### config.mk
export PLATFORM = sky130hd
export DESIGN_NAME = sfe_slot_pool
export DESIGN_NICKNAME = d
export VERILOG_FILES = /design/src/hw/rtl/sfe_pkg.sv /design/src/hw/rtl/sfe_slot_pool.sv
export SDC_FILE = /design/constraint.sdc
export NUM_CORES = 2
export LEC_CHECK = 0
export CORE_MARGIN = 3
export CORE_UTILIZATION = 25
export DETAILED_ROUTE_END_ITERATION = 8
export DONT_BUFFER_PORTS = 1
export PLACE_DENSITY = 0.49
export SYNTH_ARGS = -nofsm -noshare
export SYNTH_HDL_FRONTEND = slang
export SYNTH_SLANG_ARGS = --single-unit
### constraint.sdc
create_clock -name clock -period 9.1 [get_ports clock]
set_clock_uncertainty 0.2 [all_clocks]
set_input_delay 0.455 -clock clock [delete_from_list [all_inputs] [get_ports clock]]
set_output_delay 0.455 -clock clock [all_outputs]
set_load 0.02 [all_outputs]
### src/hw/rtl/sfe_pkg.sv
// ----------------------------------------------------------------------------
// sfe_pkg
// shared constants, payload structs and control types of the slot allocator
// ----------------------------------------------------------------------------
package sfe_pkg;

   // sizing
   localparam int SLOT_CAPACITY = 256;
   localparam int KEY_BITS      = 16;
   localparam int POSITION_BITS = 24;

   localparam int SLOT_W      = (SLOT_CAPACITY > 1) ? $clog2(SLOT_CAPACITY) : 1;
   localparam int CNT_W       = $clog2(SLOT_CAPACITY + 1);
   localparam int KEY_W       = KEY_BITS;
   localparam int ENTRY_KEY_W = 2 * KEY_BITS;
   localparam int POS_W       = POSITION_BITS;
   localparam int EXT_W       = POSITION_BITS - 1;
   // 2*offset + extent - 2*camera needs three more bits than a position
   localparam int DIFF_W      = POSITION_BITS + 3;
   localparam int MAG_W       = POSITION_BITS + 2;
   localparam int SQ_W        = 2 * MAG_W;
   localparam int DIST_W      = SQ_W + 1;
   localparam int UPD_W       = 16;
   localparam int RSP_SLOT_W  = 8;
   localparam int CSR_INDEX_W = 2;
   localparam int CSR_DATA_W  = POSITION_BITS;

   localparam logic [UPD_W-1:0] UPD_MAX = '1;

   // action codes
   localparam logic [1:0] ACT_REGISTER   = 2'd0;
   localparam logic [1:0] ACT_UNREGISTER = 2'd1;

   // configuration register indexes
   localparam logic [CSR_INDEX_W-1:0] CSR_CAMERA_X    = 2'd0;
   localparam logic [CSR_INDEX_W-1:0] CSR_CAMERA_Z    = 2'd1;
   localparam logic [CSR_INDEX_W-1:0] CSR_TILE_EXTENT = 2'd2;

   typedef enum logic [2:0] {
      STS_INSERTED = 3'd0,
      STS_UPDATED  = 3'd1,
      STS_EVICTED  = 3'd2,
      STS_REMOVED  = 3'd3,
      STS_ABSENT   = 3'd4,
      STS_PRESENT  = 3'd5
   } status_type;

   typedef enum logic [1:0] {
      SEQ_IDLE,
      SEQ_SCAN,
      SEQ_DRAIN
   } seq_state_type;

   typedef struct packed {
      logic [1:0]              action;
      logic signed [KEY_W-1:0] key_x;
      logic signed [KEY_W-1:0] key_z;
      logic signed [POS_W-1:0] offset_x;
      logic signed [POS_W-1:0] offset_z;
   } req_type;

   typedef struct packed {
      status_type              status;
      logic [RSP_SLOT_W-1:0]   slot;
      logic                    evicted;
      logic signed [KEY_W-1:0] evicted_key_x;
      logic signed [KEY_W-1:0] evicted_key_z;
      logic [UPD_W-1:0]        upd_count;
   } rsp_type;

   // one table entry as read back
   typedef struct packed {
      logic                    valid;
      logic [ENTRY_KEY_W-1:0]  key;
      logic signed [POS_W-1:0] off_x;
      logic signed [POS_W-1:0] off_z;
      logic [UPD_W-1:0]        updates;
   } entry_type;

   // table write command
   typedef struct packed {
      logic                    set_entry;
      logic                    set_upd;
      logic                    clr_valid;
      logic [SLOT_W-1:0]       addr;
      logic [ENTRY_KEY_W-1:0]  key;
      logic signed [POS_W-1:0] off_x;
      logic signed [POS_W-1:0] off_z;
      logic [UPD_W-1:0]        updates;
   } tbl_wr_type;

   typedef struct packed {
      logic              pop;
      logic              push;
      logic              take_fresh;
      logic [SLOT_W-1:0] push_slot;
   } pool_ctl_type;

   typedef struct packed {
      logic [CNT_W-1:0]  free_count;
      logic [CNT_W-1:0]  next_fresh;
      logic [SLOT_W-1:0] top_slot;
   } pool_stat_type;

   // one scanned entry entering the distance pipeline
   typedef struct packed {
      logic                    live;
      logic                    cand;
      logic [SLOT_W-1:0]       slot;
      logic [ENTRY_KEY_W-1:0]  key;
      logic signed [POS_W-1:0] off_x;
      logic signed [POS_W-1:0] off_z;
   } dist_in_type;

   typedef struct packed {
      logic                   any;
      logic [SLOT_W-1:0]      slot;
      logic [ENTRY_KEY_W-1:0] key;
   } best_type;

endpackage

### src/hw/rtl/sfe_slot_pool.sv
// ----------------------------------------------------------------------------
// sfe_slot_pool
// lifo stack of freed slots plus the never-used slot counter
// ----------------------------------------------------------------------------
module sfe_slot_pool
   import sfe_pkg::*;
(
   input  logic          clock,
   input  logic          reset,
   input  pool_ctl_type  ctl,
   output pool_stat_type stat
);

   logic [SLOT_W-1:0] stack_mem [SLOT_CAPACITY];
   logic [CNT_W-1:0]  free_count_ff, free_count_in;
   logic [CNT_W-1:0]  next_fresh_ff, next_fresh_in;
   logic [SLOT_W-1:0] top_ff;
   logic [CNT_W-1:0]  top_idx;
   logic              push_ok;

   assign top_idx = free_count_ff - CNT_W'(1);
   assign push_ok = ctl.push && (free_count_ff < CNT_W'(SLOT_CAPACITY));

   always_comb begin
      free_count_in = free_count_ff;
      next_fresh_in = next_fresh_ff;
      if (ctl.pop) begin
         free_count_in = free_count_ff - CNT_W'(1);
      end else if (push_ok) begin
         free_count_in = free_count_ff + CNT_W'(1);
      end
      if (ctl.take_fresh) begin
         next_fresh_in = next_fresh_ff + CNT_W'(1);
      end
   end

   always_ff @(posedge clock) begin
      if (reset) begin
         free_count_ff <= '0;
         next_fresh_ff <= '0;
      end else begin
         free_count_ff <= free_count_in;
         next_fresh_ff <= next_fresh_in;
      end
   end

   // top of stack, re-read every cycle
   always_ff @(posedge clock) begin
      if (push_ok) begin
         stack_mem[free_count_ff[SLOT_W-1:0]] <= ctl.push_slot;
      end
      top_ff <= stack_mem[top_idx[SLOT_W-1:0]];
   end

   assign stat.free_count = free_count_ff;
   assign stat.next_fresh = next_fresh_ff;
   assign stat.top_slot   = top_ff;

endmodule

### Word level (Yosys, flattened, before mapping)

Memory sizes are Yosys's and may differ from the RTL's. A register that Yosys moved wholly into a read port is not among the register bits.
Index checks and enable logic that the tools add are counted.
W data, S select, Z words.

* $add $sub $neg: 3
* multiply operators: 0
* divide/modulo/power cells: 0
* $lt $le $gt $ge: 1
* equal/unequal tests: 0
* shift operators: 0
* multiplexer cells: 4
* bitwise logic cells: 0
* reduce and logical (&&, ||, !) cells: 2

Operator list (count)
* $add A9 B1 Y9 const B: 2
* $mux W9: 2
* $lt A9 B9 Y1 const B: 1
* $sub A9 B1 Y9 const B: 1
* $mux W1: 2
* $reduce_bool A2 Y1: 1
* $logic_and A1 B1 Y1: 1

* register bits after elaboration: 18
* latch bits: 0
* memory bits (writable): 2048
* ROM bits: 0
* bits of input ports: 13
* output and inout port bits: 26
* logic and storage cells: 13
* memories kept: 1

Memories
* stack_mem: words 256, width 8, read ports 1, clocked after memory_dff 1, wr ports 1, RTL line sfe_slot_pool.sv:14 `logic [SLOT_W-1:0] stack_mem [SLOT_CAPACITY];`

### Depth between registers and ports, before layout

* depth after elaboration: 4
* gate-level depth with buffers: 16
* depth with buffers taken out: 9

### Least setup slack after synthesis

No wires, ideal clock.

* path kind: register to register
* from: reg free_count_ff[0]
* to: reg top_ff[0], read port of stack_mem
* setup time: 0.135 ns
* arrival: 3.773 ns
* required time: 8.765 ns
* setup slack: 4.992 ns
* stages on the path, launching flop included: 16
* path buffers: 8
* period minus slack after synthesis: 4.108 ns
* cells stage by stage: dfxtp_1 buf_2 buf_2 buf_4 buf_2 inv_1 ha_1 clkbuf_1 clkbuf_1 clkbuf_1 clkbuf_1 mux4_2 a22oi_1 a21oi_1 nor3_1 o221ai_1

* word-level cells in the longest chain between the ends: 1

Ends and longest elaborated chain
* from (decl): RTL line sfe_slot_pool.sv:15 `logic [CNT_W-1:0] free_count_ff, free_count_in;`
* from (signal assigned): RTL line sfe_slot_pool.sv:42 `free_count_ff <= free_count_in;`
* $sub A9 B1 Y9
* to (decl): RTL line sfe_slot_pool.sv:17 `logic [SLOT_W-1:0] top_ff;`

No other way between the ends.
A chain may end at the register's enable or synchronous reset.

### Worst setup path in the final report

* from: reg free_count_ff[0]
* to: reg top_ff[2], read port of stack_mem

Same word-level chain as after synthesis.

==> results.yml <==
floorplan:
  die_area_um2: 326000
  die_h_um: 571
  start_util: 0.252
  io_pins: 39
  rows: 206
  die_w_um: 571
  core_um2: 316000
worst_hold_path:
  min_to: "stack_mem[35][0]$_DFFE_PP_"
  hold_class: "input pin to flop"
  whs_path_depth: 1
  worstHoldStart: "ctl[0]"
critical_path:
  crit_top_cell: "buf_4"
  crit_path_max_incr_delay_ps: 920
  reg2reg_from: "free_count_ff[0]$_SDFFE_PP0P_"
  worstPathMaxFanout: 41
  cp_top_family: "buffers and inverters"
  r2r-end: "top_ff[2]$_DFF_P_"
  required_ps: 9580
  critPathLaunch: "free_count_ff[0]$_SDFFE_PP0P_"
  crit_buf_inv: 3
  r2r_cells: 9
  critPathSlowestCell: "dfxtp_4"
  crit_path_end_kind: "flop"
  start_kind: "flop"
  worstPathCellList: "buf_4 -> buf_4 -> buf_4 -> mux4_2 -> a22oi_1 -> nand2_1 -> a22o_1 -> nor3_1 -> o221ai_1"
  worstSetupPathType: "flop to flop"
  regToRegSetupSlack_ps: 3200
  crit_arrival_ps: 6380
power:
  intPower_mw: 16.8
  p_sw_frac: 0.287
  seqPwrFrac: 0.453
  combPwrFrac: 0.195
  pwr-share-clk: 0.352
  peakVddDrop_mv: 0.194
  p_leak_nw: 27.0
  cellPowerDensity_nw_per_um2: 258
  p_sw_mw: 6.79
cts:
  insertion_delay_ps: 830
  cts_root_buf: "clkbuf_16"
  cts_tree: "yes"
  clkSinkCount: 2074
  numCtsBuffers: 212
  clk_pin_slew_ps: 70
  htree_num_levels: 4
  cts_resized: 0
  clockBufferDepth: 4
cells_and_area:
  drive_gt1_frac: 0.225
  final_area_um2: 91600
  layout.nets: 3801
  instances_no_fill: 8110
  area_growth_pct: 14.9
routing:
  wl_per_cell_um: 25.6
  drt_iter0_markers: 3865
  first_pass_iters: 5
  avgViaCountPerCell: 4.65
  antenna_left: 0
  route.vias.total: 37742
  drt-total-wl_um: 207000
  drc_errors: 0
global_route:
  grt_max_degree: 257
  grt_pass1_vias: 38855
  grt_first_pass_wirelength_um: 296000
  grt_overflow: 0
  grtUsageTotal: 0.125
  top_usage_layer: "met2"
  use_met3: 0.0184
  antenna_found_initial: 10
  use_met1: 0.172
  gr-usage-met2: 0.203
place:
  place_inst: 7707
  hpwl_um: 114000
  finalWeightedCongestion: 0.733
  place_area_um2: 84600
  portBuffers: 0
timing:
  fin_crit_ps: 5900
  hold_viol: 0
  worst_pin_slew_ps: 1510
  rsz0062_at_grt: "false"
  tns_ps: 0
  drv_slew: 28
  max_freq_ghz: 0.169
  finalSetupViolCount: 0
  period_share: 0.649
  slew_headroom: -0.00527
synth:
  yosys.area.top_type_share: 0.772
  postSynthAreaPerCell_um2: 21.4
  yosys.area.top_type: "edfxtp_1"
  ys_types: 41
  yosysMostFrequentCell: "edfxtp_1"
  synth-edff-count: 2048
  synth_area_leaders: "edfxtp_1, mux4_2, a22oi_1, nor2_1, clkbuf_1"
  async_flop_share: 0
  synth_area_um2: 79700
  synth_cells: 3729
  ys_seq_elements: 2074
  ys_seq_area_frac: 0.778
  yosys_most_used_dff: "edfxtp_1"
  syn_nets: 3747
  yosysWarnings: 0
  synth_common_cells: "edfxtp_1, mux4_2, nor2_1, a22oi_1, clkbuf_1"
run_status:
  outcome: "complete, but fails checks"
  failed_checks: "slew limit"
job:
  max_cap_violations: 0
==> cell type report <==
type                            count  area (µm²)
Antenna cell                        4        10.0
Clock inverter                    125         960
Sequential cell                  2074       62000
Multi-Input combinational cell   1420       16900
Timing Repair Buffer               72         961
Fill cell                       30906      224000
Tap cell                         4160        5200
Clock buffer                      252        5560
Inverter                            3        11.3
==> flip-flops by register name, summed over array words and instances, names as in the netlist <==
name           flops
stack_mem       2048
free_count_ff      9
next_fresh_ff      9
top_ff             8
==> worst max path at each step <==
stage | to | slack [ps] | cells after the start
CTS | top_ff[2]$_DFF_P_ | 2930 | 9
global route | top_ff[5]$_DFF_P_ | 2850 | 9
detailed placement | top_ff[2]$_DFF_P_ | 2930 | 9
floorplan | top_ff[0]$_DFF_P_ | 4990 | 15
finish | top_ff[2]$_DFF_P_ | 3200 | 9
global placement | top_ff[2]$_DFF_P_ | 2940 | 9
==> layer usage <==
layer	part of all wire	vias up	wire length, µm
met5	0.00011	-	23
met1	0.43	20544	89600
met2	0.49	1178	101000
met4	0.029	4	5970
li1	-	15741	-
met3	0.054	275	11200
==> logic make-up (layout without fill, tap and decap cells) <==
group	after synthesis	in the layout	synth area share
compound gates	356	356	0.0331
mux	537	537	0.148
other cells	0	4	0
fa+ha+maj	5	5	0.000785
flops	2074	2074	0.778
buf+inv	235	452	0.0121
xor+xnor	21	21	0.00231
simple gates	501	501	0.0256
==> cells in the final DEF (no fill, tap or decap), types with 4 or more instances in the layout <==
cell / Yosys / final
nor2b_1: 7 / 6
nand3_1: 42 / 27
nand2_1: 116 / 116
xnor2_1: 10 / 10
dfxtp_1: 26 / 25
a22o_1: 48 / 48
buf_12: 0 / 11
a32oi_1: 16 / 16
clkbuf_1: 142 / 34
edfxtp_1: 2048 / 2048
clkinvlp_4: 0 / 8
mux4_2: 512 / 512
nand4_1: 4 / 4
a21oi_1: 57 / 53
buf_4: 2 / 39
a211o_1: 16 / 16
o21ai_0: 4 / 4
mux2i_1: 25 / 25
clkinv_2: 0 / 40
nor2_1: 296 / 296
diode_2: 0 / 4
clkbuf_16: 0 / 216
nand3_2: 0 / 15
a22oi_1: 192 / 192
buf_16: 0 / 13
dlygate4sd3_1: 0 / 9
nor3_1: 22 / 20
bufinv_16: 0 / 13
ha_1: 5 / 4
xor2_1: 11 / 10
o221ai_1: 16 / 16
clkinv_1: 0 / 58
==> power by group through the flow <==
| stage | clock (mW) | sequential [mW] | combinational, mW |
|---|---|---|---|
| floorplan | 0 | 10.8 | 2.69 |
| global placement | 0 | 10.9 | 4.53 |
| detailed placement | 0 | 10.9 | 4.51 |
| CTS | 8.53 | 10.7 | 4.69 |
| global route | 8.91 | 10.7 | 4.84 |
| finish | 8.32 | 10.7 | 4.61 |
==> timing repair <==
item,CTS,global route
setup buffers,0,0
endpoints found under the hold margin,2066,351
hold buffers,12,5
==> metrics by stage <==
stage | utilization | worst slack, ps | power, mW | hold WS (ps)
global placement | 0.268 | 2940 | 15.4 | 328
finish | 0.290 | 3200 | 23.6 | 3.24
CTS | 0.289 | 2930 | 23.9 | 69.6
global route | 0.290 | 2850 | 24.5 | 47.8
detailed placement | 0.268 | 2930 | 15.4 | 330
floorplan | - | 4990 | 13.5 | 354
Note: power is estimated with default switching activity, not from simulation.
