**config.mk**
```make
export PLATFORM = sky130hd
export DESIGN_NAME = sfe_dist_unit
export DESIGN_NICKNAME = d
export VERILOG_FILES = /design/src/hw/rtl/sfe_pkg.sv /design/src/hw/rtl/sfe_dist_unit.sv
export SDC_FILE = /design/constraint.sdc
export NUM_CORES = 2
export LEC_CHECK = 0
export ABC_AREA = 1
export BUFFER_PORTS_ARGS = -buffer_cell sky130_fd_sc_hd__buf_2
export CAP_MARGIN = 20
export CELL_PAD_IN_SITES_DETAIL_PLACEMENT = 1
export CELL_PAD_IN_SITES_GLOBAL_PLACEMENT = 1
export CORE_ASPECT_RATIO = 0.6
export CORE_MARGIN = 1.5
export CORE_UTILIZATION = 45
export CTS_BUF_LIST = sky130_fd_sc_hd__clkbuf_4
export DETAILED_ROUTE_END_ITERATION = 6
export PLACE_DENSITY_LB_ADDON = 0.1
export SLEW_MARGIN = 20
export SYNTH_ARGS = -nofsm -noshare
export SYNTH_HDL_FRONTEND = slang
export SYNTH_SLANG_ARGS = --single-unit
```
**constraint.sdc**
```tcl
create_clock -name clock -period 20.6 [get_ports clock]
set_clock_uncertainty 0.05 [all_clocks]
set_input_delay 2.06 -clock clock [delete_from_list [all_inputs] [get_ports clock]]
set_output_delay 2.06 -clock clock [all_outputs]
set_load 0.005 [all_outputs]
```
**src/hw/rtl/sfe_pkg.sv**
```systemverilog
// ----------------------------------------------------------------------------
// sfe_pkg
// shared constants, payload structs and control types of the slot allocator
// ----------------------------------------------------------------------------
package sfe_pkg;

   // sizing
   localparam int SLOT_CAPACITY = 256;
   localparam int KEY_BITS      = 16;
   localparam int POSITION_BITS = 24;

   localparam int SLOT_W      = (SLOT_CAPACITY > 1) ? $clog2(SLOT_CAPACITY) : 1;
   localparam int CNT_W       = $clog2(SLOT_CAPACITY + 1);
   localparam int KEY_W       = KEY_BITS;
   localparam int ENTRY_KEY_W = 2 * KEY_BITS;
   localparam int POS_W       = POSITION_BITS;
   localparam int EXT_W       = POSITION_BITS - 1;
   // 2*offset + extent - 2*camera needs three more bits than a position
   localparam int DIFF_W      = POSITION_BITS + 3;
   localparam int MAG_W       = POSITION_BITS + 2;
   localparam int SQ_W        = 2 * MAG_W;
   localparam int DIST_W      = SQ_W + 1;
   localparam int UPD_W       = 16;
   localparam int RSP_SLOT_W  = 8;
   localparam int CSR_INDEX_W = 2;
   localparam int CSR_DATA_W  = POSITION_BITS;

   localparam logic [UPD_W-1:0] UPD_MAX = '1;

   // action codes
   localparam logic [1:0] ACT_REGISTER   = 2'd0;
   localparam logic [1:0] ACT_UNREGISTER = 2'd1;

   // configuration register indexes
   localparam logic [CSR_INDEX_W-1:0] CSR_CAMERA_X    = 2'd0;
   localparam logic [CSR_INDEX_W-1:0] CSR_CAMERA_Z    = 2'd1;
   localparam logic [CSR_INDEX_W-1:0] CSR_TILE_EXTENT = 2'd2;

   typedef enum logic [2:0] {
      STS_INSERTED = 3'd0,
      STS_UPDATED  = 3'd1,
      STS_EVICTED  = 3'd2,
      STS_REMOVED  = 3'd3,
      STS_ABSENT   = 3'd4,
      STS_PRESENT  = 3'd5
   } status_type;

   typedef enum logic [1:0] {
      SEQ_IDLE,
      SEQ_SCAN,
      SEQ_DRAIN
   } seq_state_type;

   typedef struct packed {
      logic [1:0]              action;
      logic signed [KEY_W-1:0] key_x;
      logic signed [KEY_W-1:0] key_z;
      logic signed [POS_W-1:0] offset_x;
      logic signed [POS_W-1:0] offset_z;
   } req_type;

   typedef struct packed {
      status_type              status;
      logic [RSP_SLOT_W-1:0]   slot;
      logic                    evicted;
      logic signed [KEY_W-1:0] evicted_key_x;
      logic signed [KEY_W-1:0] evicted_key_z;
      logic [UPD_W-1:0]        upd_count;
   } rsp_type;

   // one table entry as read back
   typedef struct packed {
      logic                    valid;
      logic [ENTRY_KEY_W-1:0]  key;
      logic signed [POS_W-1:0] off_x;
      logic signed [POS_W-1:0] off_z;
      logic [UPD_W-1:0]        updates;
   } entry_type;

   // table write command
   typedef struct packed {
      logic                    set_entry;
      logic                    set_upd;
      logic                    clr_valid;
      logic [SLOT_W-1:0]       addr;
      logic [ENTRY_KEY_W-1:0]  key;
      logic signed [POS_W-1:0] off_x;
      logic signed [POS_W-1:0] off_z;
      logic [UPD_W-1:0]        updates;
   } tbl_wr_type;

   typedef struct packed {
      logic              pop;
      logic              push;
      logic              take_fresh;
      logic [SLOT_W-1:0] push_slot;
   } pool_ctl_type;

   typedef struct packed {
      logic [CNT_W-1:0]  free_count;
      logic [CNT_W-1:0]  next_fresh;
      logic [SLOT_W-1:0] top_slot;
   } pool_stat_type;

   // one scanned entry entering the distance pipeline
   typedef struct packed {
      logic                    live;
      logic                    cand;
      logic [SLOT_W-1:0]       slot;
      logic [ENTRY_KEY_W-1:0]  key;
      logic signed [POS_W-1:0] off_x;
      logic signed [POS_W-1:0] off_z;
   } dist_in_type;

   typedef struct packed {
      logic                   any;
      logic [SLOT_W-1:0]      slot;
      logic [ENTRY_KEY_W-1:0] key;
   } best_type;

endpackage

```
**src/hw/rtl/sfe_dist_unit.sv**
```systemverilog
// ----------------------------------------------------------------------------
// sfe_dist_unit
// pipelined squared distance to camera and running farthest-entry tracker
// ----------------------------------------------------------------------------
module sfe_dist_unit
   import sfe_pkg::*;
(
   input  logic                    clock,
   input  logic                    reset,
   input  logic                    clear,
   input  dist_in_type             din,
   input  logic signed [POS_W-1:0] cam_x,
   input  logic signed [POS_W-1:0] cam_z,
   input  logic [EXT_W-1:0]        extent,
   output logic                    busy,
   output best_type                best
);

   // stage: magnitudes
   logic signed [DIFF_W-1:0] dx, dz;
   logic [DIFF_W-1:0]        abs_x, abs_z;
   logic [MAG_W-1:0]         mag_x_ff, mag_z_ff;
   logic                     live2_ff, cand2_ff;
   logic [SLOT_W-1:0]        slot2_ff;
   logic [ENTRY_KEY_W-1:0]   key2_ff;

   // stage: squares
   logic [SQ_W-1:0]        sq_x_ff, sq_z_ff;
   logic                   live3_ff, cand3_ff;
   logic [SLOT_W-1:0]      slot3_ff;
   logic [ENTRY_KEY_W-1:0] key3_ff;

   // tracker
   logic [DIST_W-1:0] cur_dist;
   logic [DIST_W-1:0] best_dist_ff;
   logic              take;
   best_type          best_ff;

   // centre doubled, in 2^-9 units
   assign dx = {{2{din.off_x[POS_W-1]}}, din.off_x, 1'b0}
             + {{(DIFF_W-EXT_W){1'b0}}, extent}
             - {{2{cam_x[POS_W-1]}}, cam_x, 1'b0};
   assign dz = {{2{din.off_z[POS_W-1]}}, din.off_z, 1'b0}
             + {{(DIFF_W-EXT_W){1'b0}}, extent}
             - {{2{cam_z[POS_W-1]}}, cam_z, 1'b0};
   assign abs_x = dx[DIFF_W-1] ? DIFF_W'(-dx) : DIFF_W'(dx);
   assign abs_z = dz[DIFF_W-1] ? DIFF_W'(-dz) : DIFF_W'(dz);

   always_ff @(posedge clock) begin
      mag_x_ff <= abs_x[MAG_W-1:0];
      mag_z_ff <= abs_z[MAG_W-1:0];
      cand2_ff <= din.cand;
      slot2_ff <= din.slot;
      key2_ff  <= din.key;
      sq_x_ff  <= mag_x_ff * mag_x_ff;
      sq_z_ff  <= mag_z_ff * mag_z_ff;
      cand3_ff <= cand2_ff;
      slot3_ff <= slot2_ff;
      key3_ff  <= key2_ff;
   end

   always_ff @(posedge clock) begin
      if (reset) begin
         live2_ff <= 1'b0;
         live3_ff <= 1'b0;
      end else begin
         live2_ff <= din.live;
         live3_ff <= live2_ff;
      end
   end

   assign cur_dist = {1'b0, sq_x_ff} + {1'b0, sq_z_ff};
   // strict greater keeps the lowest slot on ties
   assign take = live3_ff && cand3_ff && (!best_ff.any || (cur_dist > best_dist_ff));

   always_ff @(posedge clock) begin
      if (reset) begin
         best_ff.any <= 1'b0;
      end else if (clear) begin
         best_ff.any <= 1'b0;
      end else if (take) begin
         best_ff.any <= 1'b1;
      end
   end

   always_ff @(posedge clock) begin
      if (take) begin
         best_dist_ff  <= cur_dist;
         best_ff.slot  <= slot3_ff;
         best_ff.key   <= key3_ff;
      end
   end

   assign busy = live2_ff || live3_ff;
   assign best = best_ff;

endmodule

```
Word-level counts from Yosys, hierarchy flattened
Cells that the tools add are included.

operators by class
  add/sub/neg operators = 7
  multipliers = 2
  order comparisons = 1
  mux-type cells = 2
  reduce and logical (&&, ||, !) cells = 6

operators by type and width
  kind                                            number
  26-bit by 26-bit multiplier with 52-bit output  2
  26-bit by 25-bit subtractor with 27-bit output  2
  52-bit by 52-bit adder with 53-bit output       1
  53-bit greater-than comparator                  1
  25-bit by 24-bit adder with 26-bit output       2
  26-bit 2-to-1 mux                               2
  26-bit negation                                 2
  1-bit logical AND                               2
  1-bit logical OR                                2
  2-bit OR reduction                              1
  1-bit zero test                                 1

storage, ports and cells
  register bits after elaboration = 334
  input bits = 164
  output and inout bits = 42
  logic and storage cells = 34

Depth between registers and ports, before layout
  depth in word-level cells = 4
  gate-level depth with buffers = 32
  mapped depth without buffers = 30

Least setup slack after synthesis
No wires, ideal clock.

  path type = register to register
  start point = register sq_x_ff[5]
  end point = register best_ff (netlist bit best[0]), enable pin
  library setup time = 573 ps
  arrival = 7238 ps
  data required time = 19977 ps
  setup slack = 12739 ps
  stages on the path, launching flop included = 22
  path buffers = 0
  cell sequence = dfxtp_1 -> ha_1 -> a21oi_1 -> o211ai_1 -> nand2_1 -> nand2_1 -> inv_1 -> o21ai_0 -> nand2_1 -> a31oi_1 -> inv_1 -> nand2_1 -> nand2_1 -> ha_1 -> nand4_1 -> nor2_1 -> nand3_1 -> nor2_1 -> nand2_1 -> nand3_1 -> nand2_1 -> a21oi_1

between the ends
  cells in the longest elaborated chain, start to end = 4

RTL lines
  what                                       line                 RTL
  from (decl)                                sfe_dist_unit.sv:28  logic [SQ_W-1:0] sq_x_ff, sq_z_ff;
  from (signal assigned)                     sfe_dist_unit.sv:55  sq_x_ff <= mag_x_ff * mag_x_ff;
  52-bit by 52-bit adder with 53-bit output  sfe_dist_unit.sv:72  assign cur_dist = {1'b0, sq_x_ff} + {1'b0, sq_z_ff};
  net cur_dist[36]                           sfe_dist_unit.sv:34  logic [DIST_W-1:0] cur_dist;
  53-bit greater-than comparator             sfe_dist_unit.sv:74  assign take = live3_ff && cand3_ff && (!best_ff.any || (cur_dist > best_dist_ff));
  1-bit logical OR                           sfe_dist_unit.sv:74
  1-bit logical AND                          sfe_dist_unit.sv:74
  net take                                   sfe_dist_unit.sv:36  logic take;
  to (decl)                                  sfe_dist_unit.sv:37  best_type best_ff;

The timed path passes the listed nets, and every way through them passes these cells.
A chain may end at the register's enable or synchronous reset.

Final worst setup path
  start point = register mag_z_ff[14]
  end point = register sq_z_ff[40]

between the ends
  cells in the longest elaborated chain, start to end = 1

RTL lines
  what                                            line                 RTL
  from (decl)                                     sfe_dist_unit.sv:22  logic [MAG_W-1:0] mag_x_ff, mag_z_ff;
  from (signal assigned)                          sfe_dist_unit.sv:51  mag_z_ff <= abs_z[MAG_W-1:0];
  26-bit by 26-bit multiplier with 52-bit output  sfe_dist_unit.sv:56  sq_z_ff <= mag_z_ff * mag_z_ff;
  to (signal assigned)                            sfe_dist_unit.sv:56
  to (decl)                                       sfe_dist_unit.sv:28

Every way passes these cells.

==> flow_summary_export.csv <==
group,metric,value,unit
logic_synthesis,synthFlopType,"dfxtp_1",
global_route,grt_max_degree,78,
job,cap_violations,0,
logic_synthesis,ys_warn_count,0,
worst_hold_path,hp-class,"register to register",
cts,cts_resized,0,
timing,finalSetupTns,0,ns
global_route,grt_first_pass_wirelength,291,mm
timing,fin_ws,13.08,ns
place,gp_congestion,0.942,
worst_setup_path,regToRegStartpoint,"mag_z_ff[14]$_DFF_P_",
worst_setup_path,crit_path_max_fanout,18,
logic_synthesis,synth_seq_cells,329,
die,die_x,470,um
global_route,overflow,0,
cts,clk_pin_slew,0.08,ns
detailed_routing,drc,0,
final_layout,syn_to_final_growth,6.88,%
timing,slew_violations,0,
worst_setup_path,worstPathRequired,21.36,ns
detailed_routing,first_pass_iters,5,
die,io_pins,206,
final_layout,final_util,0.486,
cts,htree_levels,3,
global_route,grt_pass1_vias,50683,
cts,clk_latency,1.04,ns
place,dp_slack,13.30,ns
logic_synthesis,synth_cell_types,49,
logic_synthesis,netlist_area,58800,um^2
timing,setup_viol,0,
worst_setup_path,rrSetupSlack,13.08,ns
place,portBuffers,205,
final_layout,drive_above_1_share,0.0578,
die,rows,102,
cts,tritoncts,"done",
timing,fin_crit,7.52,ns
timing,hold_viol_final,0,
die,start_util,0.455,
cts,cts_made_buffers,84,
logic_synthesis,synth-edff-count,92,
worst_setup_path,critPathCaptureType,"register",
cts,post_cts_buffers,0,
logic_synthesis,yosysSeqAreaShare,0.128,
run_status,status,"complete, no violations",
worst_setup_path,crit_chain,"buf_4 -> nand2_1 -> inv_1 -> fa_1 -> fa_1 -> inv_1 -> fa_1 -> inv_1 -> fa_1 -> inv_1 -> fa_1 -> inv_1 -> fa_1 -> inv_1 -> fa_1 -> inv_1 -> ha_1 -> nand2_1 -> o21ai_0 -> a21oi_1 -> o21ai_0 -> a21oi_1 -> o21ai_0 -> xor2_1",
worst_setup_path,worst_r2r_path_depth,24,
logic_synthesis,async_reset_ff_frac,0,
cts,clock-root-buffer,"clkbuf_4",
cts,clockBufferDepth,3,
timing,rsz0062_at_grt,"no",
logic_synthesis,synth_cells,7350,
cts,cts.sinks,329,
worst_setup_path,r2r_end,"sq_z_ff[40]$_DFF_P_",
timing,max_freq,133,MHz
worst_setup_path,startpoint,"mag_z_ff[14]$_DFF_P_",
worst_setup_path,crit_end,"sq_z_ff[40]$_DFF_P_",
worst_setup_path,path_class,"register to register",
final_layout,layout.nets,9315,
timing,slew_headroom,0.289,
timing,tightest_slew,1.07,ns
detailed_routing,wl_per_cell,19.5,um
detailed_routing,drtIter0Drc,2877,
worst_setup_path,slowest_delay,0.63,ns
global_route,antenna_found_initial,6,
detailed_routing,wl,182,mm
logic_synthesis,avgSynthCellArea,8.00,um^2
logic_synthesis,synthesis.nets,9142,
worst_setup_path,crit_slowest_cell,"dfxtp_1",
die,die_h,283,um
die,design.die.area,133000,um^2
final_layout,fillers,16061,
detailed_routing,num_vias,46231,
global_route,track_usage,0.281,
timing,finalCritPeriodShare,0.365,
detailed_routing,vias_per_cell,4.96,
place,hpwl,155,mm
worst_setup_path,worstPathArrival,8.28,ns
worst_setup_path,critPathLaunchType,"register",
final_layout,regArea,7520,um^2
final_layout,multi_input_area,42000,um^2
detailed_routing,drtAntennaViolNets,0,
die,core_area,129000,um^2
cts,cts_hold_buffers,0,
==> kinds of logic (layout without fill, tap and decap cells) <==
| group | Yosys count | in the layout | synth area share |
|---|---|---|---|
| buffers and inverters | 2482 | 2725 | 0.159 |
| flip-flops | 329 | 329 | 0.128 |
| XOR/XNOR | 207 | 207 | 0.0311 |
| AND/OR/NAND/NOR | 2155 | 2155 | 0.147 |
| AO/OA/AOI/OAI | 549 | 549 | 0.0521 |
| adder cells (fa/ha/maj) | 1628 | 1628 | 0.483 |
| other | 0 | 6 | 0 |
==> critical path, delay by kind of cell, from the launching register on <==
| kind | cells | cell delay, ns |
|---|---|---|
| adder cells (fa/ha/maj) | 8 | 3.93 |
| AO/OA/AOI/OAI | 5 | 1.24 |
| buffers and inverters | 8 | 0.87 |
| flip-flops | 1 | 0.63 |
| XOR/XNOR | 1 | 0.31 |
| AND/OR/NAND/NOR | 2 | 0.25 |
==> cell usage in the layout, fill, tap and decap left out, types with 92 or more instances in the layout <==
master	count
nand3_1	146
clkbuf_4	121
nand2_1	1487
inv_1	2312
o21ai_0	127
ha_1	556
edfxtp_1	92
dfxtp_1	230
nor2_1	367
buf_2	205
fa_1	1072
xor2_1	126
a21oi_1	267
==> metrics by stage <==
step                      cells  instance area, um^2  hold WS, ns
after floorplan            7350                58800        0.260
after global placement     9153                61700        0.260
after detailed placement   9153                61700        0.263
after CTS                  9309                62800        0.239
after global routing       9315                62900        0.232
final                      9315                62900        0.251
==> state kept, by name (all words and copies together), names as in the netlist <==
signal        flops
best             41
mag_z_ff         26
slot3_ff          8
key2_ff          32
live2_ff          1
mag_x_ff         25
slot2_ff          8
cand3_ff          1
best_dist_ff     52
sq_x_ff          50
live3_ff          1
sq_z_ff          51
key3_ff          32
cand2_ff          1
==> synth_stat cells, types with 40 or more instances <==
master,number,share of area
inv_1,2312,0.15
nand2_1,1487,0.095
fa_1,1072,0.36
ha_1,556,0.12
nor2_1,367,0.023
a21oi_1,268,0.023
dfxtp_1,237,0.081
clkbuf_1,156,0.010
nand3_1,146,0.012
o21ai_0,127,0.011
xor2_1,126,0.019
edfxtp_1,92,0.047
xnor2_1,79,0.012
a31oi_1,54,0.0057
nand4_1,42,0.0045
nor3_1,40,0.0034
==> metal layers <==
metal  track usage  wire (um)
met1         0.445      93300
met2         0.405      73900
met3        0.0535      13000
met4        0.0301       1420
met5             0         27
==> worst min path at each step <==
| stage | cells past startpoint | end | startpoint |
|---|---|---|---|
| floorplan | 0 | cand3_ff$_DFF_P_ | cand2_ff$_DFF_P_ |
| global placement | 0 | key3_ff[0]$_DFF_P_ | key2_ff[0]$_DFF_P_ |
| detailed placement | 0 | key3_ff[22]$_DFF_P_ | key2_ff[22]$_DFF_P_ |
| CTS | 0 | slot3_ff[6]$_DFF_P_ | slot2_ff[6]$_DFF_P_ |
| global route | 0 | slot3_ff[6]$_DFF_P_ | slot2_ff[6]$_DFF_P_ |
| finish | 0 | slot3_ff[6]$_DFF_P_ | slot2_ff[6]$_DFF_P_ |
==> cell type report <==
class	count	area share
multi-input combinational	4539	0.668
inverter	2316	0.138
sequential	329	0.120
clock inverter	35	0.00354
tap	1716	0.0342
timing repair buffer	253	0.0221
clock buffer	121	0.0145
antenna	6	0.000239
Power is left out: the tool's default activity adds up to more than one toggle a clock period on the data nets, which glitch-free logic cannot reach.
